[config.mk]
export PLATFORM = sky130hd
export DESIGN_NAME = huffman_code_table_parser
export DESIGN_NICKNAME = d
export VERILOG_FILES = /design/src/rtl/core/hctp_pkg.sv /design/src/rtl/core/huffman_code_table_parser.sv /design/src/rtl/core/hctp_parser.sv /design/src/rtl/core/hctp_queue.sv /design/src/rtl/core/hctp_emitter.sv
export SDC_FILE = /design/constraint.sdc
export NUM_CORES = 2
export LEC_CHECK = 0
export ABC_AREA = 1
export ABC_CLOCK_PERIOD_IN_PS = 18190
export BUFFER_PORTS_ARGS = -buffer_cell sky130_fd_sc_hd__buf_2
export CAP_MARGIN = 20
export CORE_AREA = 2 2 379 381
export DETAILED_ROUTE_END_ITERATION = 7
export DIE_AREA = 0 0 381 383
export GPL_TIMING_DRIVEN = 0
export HOLD_SLACK_MARGIN = 0.02
export PLACE_DENSITY = 0.37
export RECOVER_POWER = 100
export REMOVE_ABC_BUFFERS = 1
export SLEW_MARGIN = 20
export SYNTH_ARGS = -nofsm -noshare
export SYNTH_HDL_FRONTEND = slang
export SYNTH_SLANG_ARGS = --single-unit
[constraint.sdc]
create_clock -name clk -period 18.19 [get_ports clk]
set_input_delay 3.638 -clock clk [delete_from_list [all_inputs] [get_ports clk]]
set_output_delay 3.638 -clock clk [all_outputs]
set_load 0.02 [all_outputs]
[src/rtl/core/hctp_pkg.sv]
// ---------------------------------------------------------------------------
// hctp_pkg: shared types and constants of the code table parser
// Result codes, queue sizing and the request passed from parser to emitter.
// ---------------------------------------------------------------------------
`default_nettype none

package hctp_pkg;

	// longest code length accepted; longer (or zero) lengths are an error
	localparam int MAX_CODE_BITS = 32;

	// result status codes (m_tuser)
	localparam logic [1:0] ST_ENTRY  = 2'd0;
	localparam logic [1:0] ST_EMPTY  = 2'd1;
	localparam logic [1:0] ST_TRUNC  = 2'd2;
	localparam logic [1:0] ST_BADLEN = 2'd3;

	// request queue between parser and emitter
	localparam int QUEUE_DEPTH = 4;
	localparam int QPTR_W      = $clog2(QUEUE_DEPTH);
	localparam int QCNT_W      = $clog2(QUEUE_DEPTH + 1);

	typedef struct packed {
		logic [1:0]  kind;
		logic [7:0]  symbol;
		logic [7:0]  code_len;
		logic [31:0] code_bits;
		logic        last_entry;
	} hctp_req_t;

endpackage

`default_nettype wire

[src/rtl/core/huffman_code_table_parser.sv]
// ---------------------------------------------------------------------------
// huffman_code_table_parser: serialized Huffman code table parser
// Turns a byte stream holding a code table into one result per table entry.
// ---------------------------------------------------------------------------
// Input (s_*): one stream byte per request, s_tlast marks the last byte
//   available. First two bytes: entry count, low byte first. Then bits MSB
//   first: 8-bit symbol, 8-bit length, length code bits, per entry.
// Output (m_*): symbol, code length and right-aligned code in m_tdata,
//   status in m_tuser (entry / empty table / truncated / bad length), m_tlast
//   on the final entry and on every status-only result.
// Throughput: one byte per cycle while the request queue is not full; the parser
//   walks all eight bits of a byte combinationally, and a byte yields at most one result.
// Path: the byte that ends a result pushes its request into the request queue,
//   from which it moves into the output register, where the result is visible.
// Stall: s_tready drops whenever the 4-deep request queue is full, whatever
//   the next byte would produce; with the output register, five results can
//   wait while the receiver holds m_tready low before the input stops.
// Reset: arst_n clears the parser to expect a count low byte and empties
//   the queue and output register. After a table ends, padding bits in that
//   byte are dropped and the next byte starts a new table.
// ---------------------------------------------------------------------------
`default_nettype none

module huffman_code_table_parser import hctp_pkg::*; (
	input  wire logic        clk,
	input  wire logic        arst_n,
	input  wire logic        s_tvalid,
	output logic             s_tready,
	input  wire logic [7:0]  s_tdata,   // [7:0] data_byte
	input  wire logic        s_tlast,   // end_of_stream
	output logic             m_tvalid,
	input  wire logic        m_tready,
	output logic [47:0]      m_tdata,   // [7:0] symbol, [15:8] code_len, [47:16] code_bits
	output logic             m_tlast,   // last_entry
	output logic [1:0]       m_tuser    // status
);

	// parser -> queue
	logic      req_valid;
	hctp_req_t req;
	logic      q_full;

	// queue -> emitter
	logic      q_valid;
	hctp_req_t q_data;
	logic      q_pop;

	// front end: byte parsing state machine
	hctp_parser u_parser (
		.clk       (clk),
		.arst_n    (arst_n),
		.s_tvalid  (s_tvalid),
		.s_tready  (s_tready),
		.s_tdata   (s_tdata),
		.s_tlast   (s_tlast),
		.q_full    (q_full),
		.req_valid (req_valid),
		.req       (req)
	);

	// decoupling queue; push only happens on an accepted byte
	hctp_queue u_queue (
		.clk       (clk),
		.arst_n    (arst_n),
		.push      (req_valid && s_tvalid && s_tready),
		.push_data (req),
		.full      (q_full),
		.pop       (q_pop),
		.pop_valid (q_valid),
		.pop_data  (q_data)
	);

	// back end: result formatting and output register
	hctp_emitter u_emitter (
		.clk      (clk),
		.arst_n   (arst_n),
		.q_valid  (q_valid),
		.q_data   (q_data),
		.q_pop    (q_pop),
		.m_tvalid (m_tvalid),
		.m_tready (m_tready),
		.m_tdata  (m_tdata),
		.m_tlast  (m_tlast),
		.m_tuser  (m_tuser)
	);

endmodule

`default_nettype wire

[src/rtl/core/hctp_parser.sv]
// ---------------------------------------------------------------------------
// hctp_parser: byte front end
// Takes one stream byte per cycle when ready, walks its eight bits MSB first
// through the count/symbol/length/code fields and raises one request per result.
// ---------------------------------------------------------------------------
`default_nettype none

module hctp_parser import hctp_pkg::*; (
	input  wire logic       clk,
	input  wire logic       arst_n,
	input  wire logic       s_tvalid,
	output logic            s_tready,
	input  wire logic [7:0] s_tdata,   // [7:0] data_byte
	input  wire logic       s_tlast,   // end_of_stream
	input  wire logic       q_full,
	output logic            req_valid,
	output hctp_req_t       req
);

	localparam logic [2:0] PH_CNT_LO = 3'd0;
	localparam logic [2:0] PH_CNT_HI = 3'd1;
	localparam logic [2:0] PH_SYM    = 3'd2;
	localparam logic [2:0] PH_LEN    = 3'd3;
	localparam logic [2:0] PH_CODE   = 3'd4;

	logic [2:0]  phase_q, phase_n;
	logic [7:0]  count_lo_q, count_lo_n;
	logic [15:0] expected_q, expected_n;
	logic [15:0] done_q, done_n;
	logic [7:0]  sym_q, sym_n;
	logic [7:0]  len_q, len_n;
	logic [2:0]  fcnt_q, fcnt_n;
	logic [7:0]  ccnt_q, ccnt_n;
	logic [31:0] acc_q, acc_n;

	logic accept;
	logic stop;
	logic bit_in;

	assign s_tready = !q_full;
	assign accept   = s_tvalid && s_tready;

	always_comb begin
		phase_n    = phase_q;
		count_lo_n = count_lo_q;
		expected_n = expected_q;
		done_n     = done_q;
		sym_n      = sym_q;
		len_n      = len_q;
		fcnt_n     = fcnt_q;
		ccnt_n     = ccnt_q;
		acc_n      = acc_q;
		stop       = 1'b0;
		bit_in     = 1'b0;
		req_valid  = 1'b0;
		req        = '0;

		unique case (phase_q)
			PH_CNT_LO: begin
				count_lo_n = s_tdata;
				phase_n    = PH_CNT_HI;
				if (s_tlast) begin
					req_valid = 1'b1;
					req.kind  = ST_TRUNC;
					phase_n   = PH_CNT_LO;
				end
			end
			PH_CNT_HI: begin
				expected_n = {s_tdata, count_lo_q};
				done_n     = '0;
				sym_n      = '0;
				len_n      = '0;
				fcnt_n     = '0;
				ccnt_n     = '0;
				acc_n      = '0;
				if (expected_n == 16'd0) begin
					req_valid = 1'b1;
					req.kind  = ST_EMPTY;
					phase_n   = PH_CNT_LO;
				end else if (s_tlast) begin
					req_valid = 1'b1;
					req.kind  = ST_TRUNC;
					phase_n   = PH_CNT_LO;
				end else begin
					phase_n = PH_SYM;
				end
			end
			PH_SYM, PH_LEN, PH_CODE: begin
				// at most one entry can finish per byte (an entry is 17+ bits)
				for (int i = 7; i >= 0; i--) begin
					bit_in = s_tdata[3'(i)];
					if (!stop) begin
						if (phase_n == PH_SYM) begin
							sym_n = {sym_n[6:0], bit_in};
							if (fcnt_n == 3'd7) begin
								fcnt_n  = '0;
								phase_n = PH_LEN;
							end else begin
								fcnt_n = fcnt_n + 3'd1;
							end
						end else if (phase_n == PH_LEN) begin
							len_n = {len_n[6:0], bit_in};
							if (fcnt_n == 3'd7) begin
								fcnt_n = '0;
								if (len_n == 8'd0 || len_n > 8'(MAX_CODE_BITS)) begin
									req_valid    = 1'b1;
									req.kind     = ST_BADLEN;
									req.symbol   = sym_n;
									req.code_len = len_n;
									phase_n      = PH_CNT_LO;
									stop         = 1'b1;
								end else begin
									ccnt_n  = '0;
									acc_n   = '0;
									phase_n = PH_CODE;
								end
							end else begin
								fcnt_n = fcnt_n + 3'd1;
							end
						end else begin
							acc_n  = {acc_n[30:0], bit_in};
							ccnt_n = ccnt_n + 8'd1;
							if (ccnt_n == len_n) begin
								done_n          = done_n + 16'd1;
								req_valid       = 1'b1;
								req.kind        = ST_ENTRY;
								req.symbol      = sym_n;
								req.code_len    = len_n;
								req.code_bits   = acc_n;
								req.last_entry  = (done_n == expected_n);
								sym_n           = '0;
								len_n           = '0;
								fcnt_n          = '0;
								ccnt_n          = '0;
								acc_n           = '0;
								if (req.last_entry) begin
									phase_n = PH_CNT_LO;
									stop    = 1'b1;
								end else begin
									phase_n = PH_SYM;
								end
							end
						end
					end
				end
				// truncation replaces an entry finished in this byte
				if (!stop && s_tlast) begin
					req_valid = 1'b1;
					req       = '0;
					req.kind  = ST_TRUNC;
					phase_n   = PH_CNT_LO;
					sym_n     = '0;
					len_n     = '0;
					fcnt_n    = '0;
					ccnt_n    = '0;
					acc_n     = '0;
				end
			end
			default: begin
				phase_n = PH_CNT_LO;
			end
		endcase
	end

	always_ff @(posedge clk or negedge arst_n) begin
		if (!arst_n) begin
			phase_q    <= PH_CNT_LO;
			count_lo_q <= '0;
			expected_q <= '0;
			done_q     <= '0;
			sym_q      <= '0;
			len_q      <= '0;
			fcnt_q     <= '0;
			ccnt_q     <= '0;
			acc_q      <= '0;
		end else if (accept) begin
			phase_q    <= phase_n;
			count_lo_q <= count_lo_n;
			expected_q <= expected_n;
			done_q     <= done_n;
			sym_q      <= sym_n;
			len_q      <= len_n;
			fcnt_q     <= fcnt_n;
			ccnt_q     <= ccnt_n;
			acc_q      <= acc_n;
		end
	end

endmodule

`default_nettype wire

[src/rtl/core/hctp_queue.sv]
// ---------------------------------------------------------------------------
// hctp_queue: request queue
// Small flop FIFO decoupling the parser from the output side.
// ---------------------------------------------------------------------------
`default_nettype none

module hctp_queue import hctp_pkg::*; (
	input  wire logic      clk,
	input  wire logic      arst_n,
	input  wire logic      push,
	input  wire hctp_req_t push_data,
	output logic           full,
	input  wire logic      pop,
	output logic           pop_valid,
	output hctp_req_t      pop_data
);

	hctp_req_t          mem_q [QUEUE_DEPTH];
	logic [QPTR_W-1:0]  wr_ptr_q, rd_ptr_q;
	logic [QCNT_W-1:0]  count_q;
	logic               do_push, do_pop;

	assign full      = (count_q == QCNT_W'(QUEUE_DEPTH));
	assign pop_valid = (count_q != '0);
	assign pop_data  = mem_q[rd_ptr_q];
	assign do_push   = push && !full;
	assign do_pop    = pop && pop_valid;

	always_ff @(posedge clk) begin
		if (do_push) begin
			mem_q[wr_ptr_q] <= push_data;
		end
	end

	always_ff @(posedge clk or negedge arst_n) begin
		if (!arst_n) begin
			wr_ptr_q <= '0;
			rd_ptr_q <= '0;
			count_q  <= '0;
		end else begin
			if (do_push) begin
				wr_ptr_q <= (wr_ptr_q == QPTR_W'(QUEUE_DEPTH - 1)) ? '0 :
					wr_ptr_q + QPTR_W'(1);
			end
			if (do_pop) begin
				rd_ptr_q <= (rd_ptr_q == QPTR_W'(QUEUE_DEPTH - 1)) ? '0 :
					rd_ptr_q + QPTR_W'(1);
			end
			if (do_push && !do_pop) begin
				count_q <= count_q + QCNT_W'(1);
			end else if (do_pop && !do_push) begin
				count_q <= count_q - QCNT_W'(1);
			end
		end
	end

	// parser must never lose a request to a full queue
	a_no_push_when_full: assert property (@(posedge clk) disable iff (!arst_n)
		full |-> !push)
		else $error("push while queue full");

	a_count_bound: assert property (@(posedge clk) disable iff (!arst_n)
		count_q <= QCNT_W'(QUEUE_DEPTH))
		else $error("queue count overflow");

	a_pop_moves_count: assert property (@(posedge clk) disable iff (!arst_n)
		(do_pop && !do_push) |=> (count_q == $past(count_q) - QCNT_W'(1)))
		else $error("pop did not retire an entry");

endmodule

`default_nettype wire

[src/rtl/core/hctp_emitter.sv]
// ---------------------------------------------------------------------------
// hctp_emitter: result back end
// Pops requests, formats the result fields by status and holds them in the
// output register until the receiver takes them.
// ---------------------------------------------------------------------------
`default_nettype none

module hctp_emitter import hctp_pkg::*; (
	input  wire logic        clk,
	input  wire logic        arst_n,
	input  wire logic        q_valid,
	input  wire hctp_req_t   q_data,
	output logic             q_pop,
	output logic             m_tvalid,
	input  wire logic        m_tready,
	output logic [47:0]      m_tdata,   // [7:0] symbol, [15:8] code_len, [47:16] code_bits
	output logic             m_tlast,   // last_entry
	output logic [1:0]       m_tuser    // status
);

	logic        valid_q;
	logic [47:0] data_q;
	logic        last_q;
	logic [1:0]  user_q;
	logic [47:0] data_n;
	logic        last_n;

	assign q_pop = q_valid && (!valid_q || m_tready);

	always_comb begin
		unique case (q_data.kind)
			ST_ENTRY: begin
				data_n = {q_data.code_bits, q_data.code_len, q_data.symbol};
				last_n = q_data.last_entry;
			end
			ST_BADLEN: begin
				data_n = {32'd0, q_data.code_len, q_data.symbol};
				last_n = 1'b1;
			end
			default: begin   // empty table, truncated stream
				data_n = '0;
				last_n = 1'b1;
			end
		endcase
	end

	always_ff @(posedge clk or negedge arst_n) begin
		if (!arst_n) begin
			valid_q <= 1'b0;
		end else if (q_pop) begin
			valid_q <= 1'b1;
		end else if (m_tready) begin
			valid_q <= 1'b0;
		end
	end

	always_ff @(posedge clk) begin
		if (q_pop) begin
			data_q <= data_n;
			last_q <= last_n;
			user_q <= q_data.kind;
		end
	end

	assign m_tvalid = valid_q;
	assign m_tdata  = data_q;
	assign m_tlast  = last_q;
	assign m_tuser  = user_q;

	a_nonentry_last: assert property (@(posedge clk) disable iff (!arst_n)
		(m_tvalid && m_tuser != ST_ENTRY) |-> m_tlast)
		else $error("non-entry result without last flag");

	a_status_only_zero: assert property (@(posedge clk) disable iff (!arst_n)
		(m_tvalid && (m_tuser == ST_EMPTY || m_tuser == ST_TRUNC)) |-> (m_tdata == '0))
		else $error("status-only result carries data");

	a_badlen_no_code: assert property (@(posedge clk) disable iff (!arst_n)
		(m_tvalid && m_tuser == ST_BADLEN) |-> (m_tdata[47:16] == 32'd0))
		else $error("bad-length result carries code bits");

endmodule

`default_nettype wire
==> metrics.txt <==
status finished with violations; failing checks capacitance limit, slew limit; critical path endpoint category flip-flop; CP Class reg2reg; vias in the first global route about 35000; most used cell, CP nand2_1; initial antenna violation count 3; top cell type's share of synthesized area 21.7%; worst r2r src u_parser.expected_q[10]; min cycle time layout 17100 ps; area of the multi-input gates roughly 22000 um2; initial DRC count 3300; worst setup path end u_queue.mem_q[2][18]; routability cong. just over 0.9; Hold WC Path Type reg2reg; most frequent cells in the layout 1532 x nand2_1, 570 x nor2_1, 535 x inv_1; 1st-pass router iterations 7; CTS tree built; Slew Limit Fails ~340; Area growth syn-to-layout 10.8%; PortBufs 65; Site Rows 139; Fmax about 60 MHz; Worst Setup SP u_parser.expected_q[10]; Starting Density between 20% and 30%; Post-CTS Hold Fix Bufs 0; period utilization approximately 94%; total I/O pin count 66; clk sinks roughly 360; DP HPWL around 120 mm; FF-to-FF path depth 80; GR Util All Layers a little over a fifth; ANT nets after route 0; die width between 300 and 400 um; synthesized area 35300 um2; fin util 27.5%; area of the die around 150000 um2; DRC 0; Final Hold Viols 0; fraction of registers with async set/reset ~30%; EDFF count, synth around 260; critical path data required time around 18000 ps; final wirelength approximately 170 mm; share of layout cells above drive strength 1 9.24%; insertion delay to the later sink of the worst-skew pair approximately 600 ps; Final setup viols 0; Ys Warns 0; Register Area approximately 10000 um2; Layout Skew between 20 and 25 ps; core footprint about 140000 um2; final net count approximately 5400; Root Driver clkbuf_16; most area-hungry cell type in the Yosys netlist edfxtp_1; Max Root-Sink Buffers 3; Yosys cell types between 70 and 80; most common cell after layout, fill and taps aside nand2_1; WP data arrival 17360 ps; fillers between 15000 and 20000; actual slew at the worst max-slew pin roughly 5000 ps; largest net degree at the start of global routing between 90 and 100; top_reg_cell synth edfxtp_1; r2r setup slk 1090 ps; first-pass GRT wire length roughly 240 mm; Rel. slew slack -230%; RSZ-0062 raised after global routing no; slowest cell on the critical path dfrtp_1; drt via density around 5.1; CP Max Fanout between 50 and 60; synthesis-stage register bit count about 360; H-tree levels 2; vias post-DR between 30000 and 40000; post-synthesis sequential area ratio between 20% and 30%; synth top area cells edfxtp_1 22%, nand2_1 16%, dfrtp_1 7.7%; clock-pin slew on the worst setup and hold paths around 50 ps; Num CTS Buffers 41; CP Launch Type flip-flop; Mapped Cells about 5400; die height around 380 um; Worst R2R End u_queue.mem_q[2][18]; WL/cell about 23 um; remaining global-route overflow 0; Antenna diodes 0; syn avg cell area ~6.5 um2; Max Cap Viol 6; Largest stage delay, worst path between 1000 and 1500 ps
through the flow:
step / TNS [ps] / setup slack (ps) / instance area, um2 / hold WS (ps) / cells
after floorplan: 0 / 2370 / 34100 / 453 / 5203
after global placement: -4390630 / -10940 / 36800 / 470 / 7171
after detailed placement: -1136840 / -2890 / 37900 / 473 / 7210
after CTS: 0 / 32.5 / 39400 / 487 / 7295
after global routing: 0 / 14.6 / 39100 / 507 / 7317
final: 0 / 1090 / 39100 / 486 / 7317
routing by layer:
metal  part of all wire, %  wire, um  vias to the layer above  GRT usage (%)
met3                   5.3      8790                      230           2.22
met4                   3.8      6370                        6           7.44
met1                    45     74800                    17900           29.6
met5                 0.024        39                        -              0
met2                    46     75400                     1153           36.1
li1                      -         -                    18200              -
state kept, by name, indices dropped and copies added (netlist names), 2 cells and up:
register	count
u_parser.sym_q	8
u_parser.acc_q	31
u_queue.rd_ptr_q	2
u_parser.done_q	16
u_parser.ccnt_q	8
u_parser.phase_q	3
u_parser.len_q	8
u_parser.fcnt_q	3
u_emitter.m_tdata	48
u_queue.count_q	3
u_queue.wr_ptr_q	2
u_parser.expected_q	16
u_emitter.m_tuser	2
u_queue.mem_q	204
u_parser.count_lo_q	8
worst min path at each step:
stage	startpoint	to	slack (ps)	cells after the start
finish	u_parser.count_lo_q[4]	u_parser.count_lo_q[4]	490	2
global route	u_parser.count_lo_q[5]	u_parser.count_lo_q[5]	510	2
CTS	u_parser.count_lo_q[4]	u_parser.count_lo_q[4]	490	2
detailed placement	u_parser.count_lo_q[4]	u_parser.count_lo_q[4]	470	2
global placement	u_parser.count_lo_q[6]	u_parser.count_lo_q[6]	470	2
floorplan	u_parser.count_lo_q[0]	u_parser.count_lo_q[0]	450	2
cells in the mapped netlist, types with 7 or more instances:
cell	n
nand2_1	1533
inv_2	78
o22ai_2	34
ha_1	40
nor3_1	42
a31oi_1	14
nor2_1	580
a211oi_1	32
nand2_2	70
o21ai_0	423
a32oi_1	8
a21oi_1	177
buf_2	51
o2111ai_1	8
a22oi_1	51
buf_4	13
nand3_1	402
nand3b_1	16
o221ai_1	9
clkbuf_1	125
o22ai_1	145
nor4_1	7
buf_1	18
o21ai_2	18
nand2_4	12
dfrtp_1	109
o211ai_1	50
nor3_2	8
nand4_1	107
buf_6	17
o21ai_1	94
o31ai_1	11
edfxtp_1	255
xnor2_1	14
nand4_2	7
o21bai_1	13
a221oi_1	8
inv_1	541
nand3_2	23
nor2_4	17
xor2_1	87
nor2_2	52
a22o_1	9
clkinv_1	23
final cells by class:
class                   instances  share of cell area (%)
flip-flops and latches        364                    26.6
inverters                     648                    6.39
repair buffers                129                    2.60
clock buffers                  53                    2.84
multi-input cells            4198                    55.1
well taps                    1903                    6.09
clock inverters                22                   0.435
critical path, delay by kind of cell, from the launching register on:
| kind | cells | cell delay, ps |
|---|---|---|
| and+or+nand+nor | 64 | 10800 |
| buffers and inverters | 7 | 1760 |
| AOI/OAI and AO/OA | 4 | 1500 |
| adders and majority gates | 4 | 1280 |
| DFF | 1 | 1020 |
| xor gates and xnor gates | 1 | 150 |
what timing repair did:
item                       CTS  global route
setup buffers                5            20
cloned                       5             2
setup endpoints to repair  486           480
gates resized for setup     36            30
pin swaps                    6            12
logic make-up after synthesis:
| logic type | count (synthesis) | share of synthesized area [%] |
|---|---|---|
| AO/OA/AOI/OAI | 1143 | 19.8 |
| XOR/XNOR | 105 | 2.74 |
| adder cells (fa/ha/maj) | 41 | 1.47 |
| buffers and inverters | 878 | 10.2 |
| flip-flops | 364 | 29.4 |
| multiplexers | 4 | 0.113 |
| AND/OR/NAND/NOR | 2898 | 36.3 |
Power is left out: the tool's default activity adds up to more than one toggle a clock period on the data nets, which glitch-free logic cannot reach.
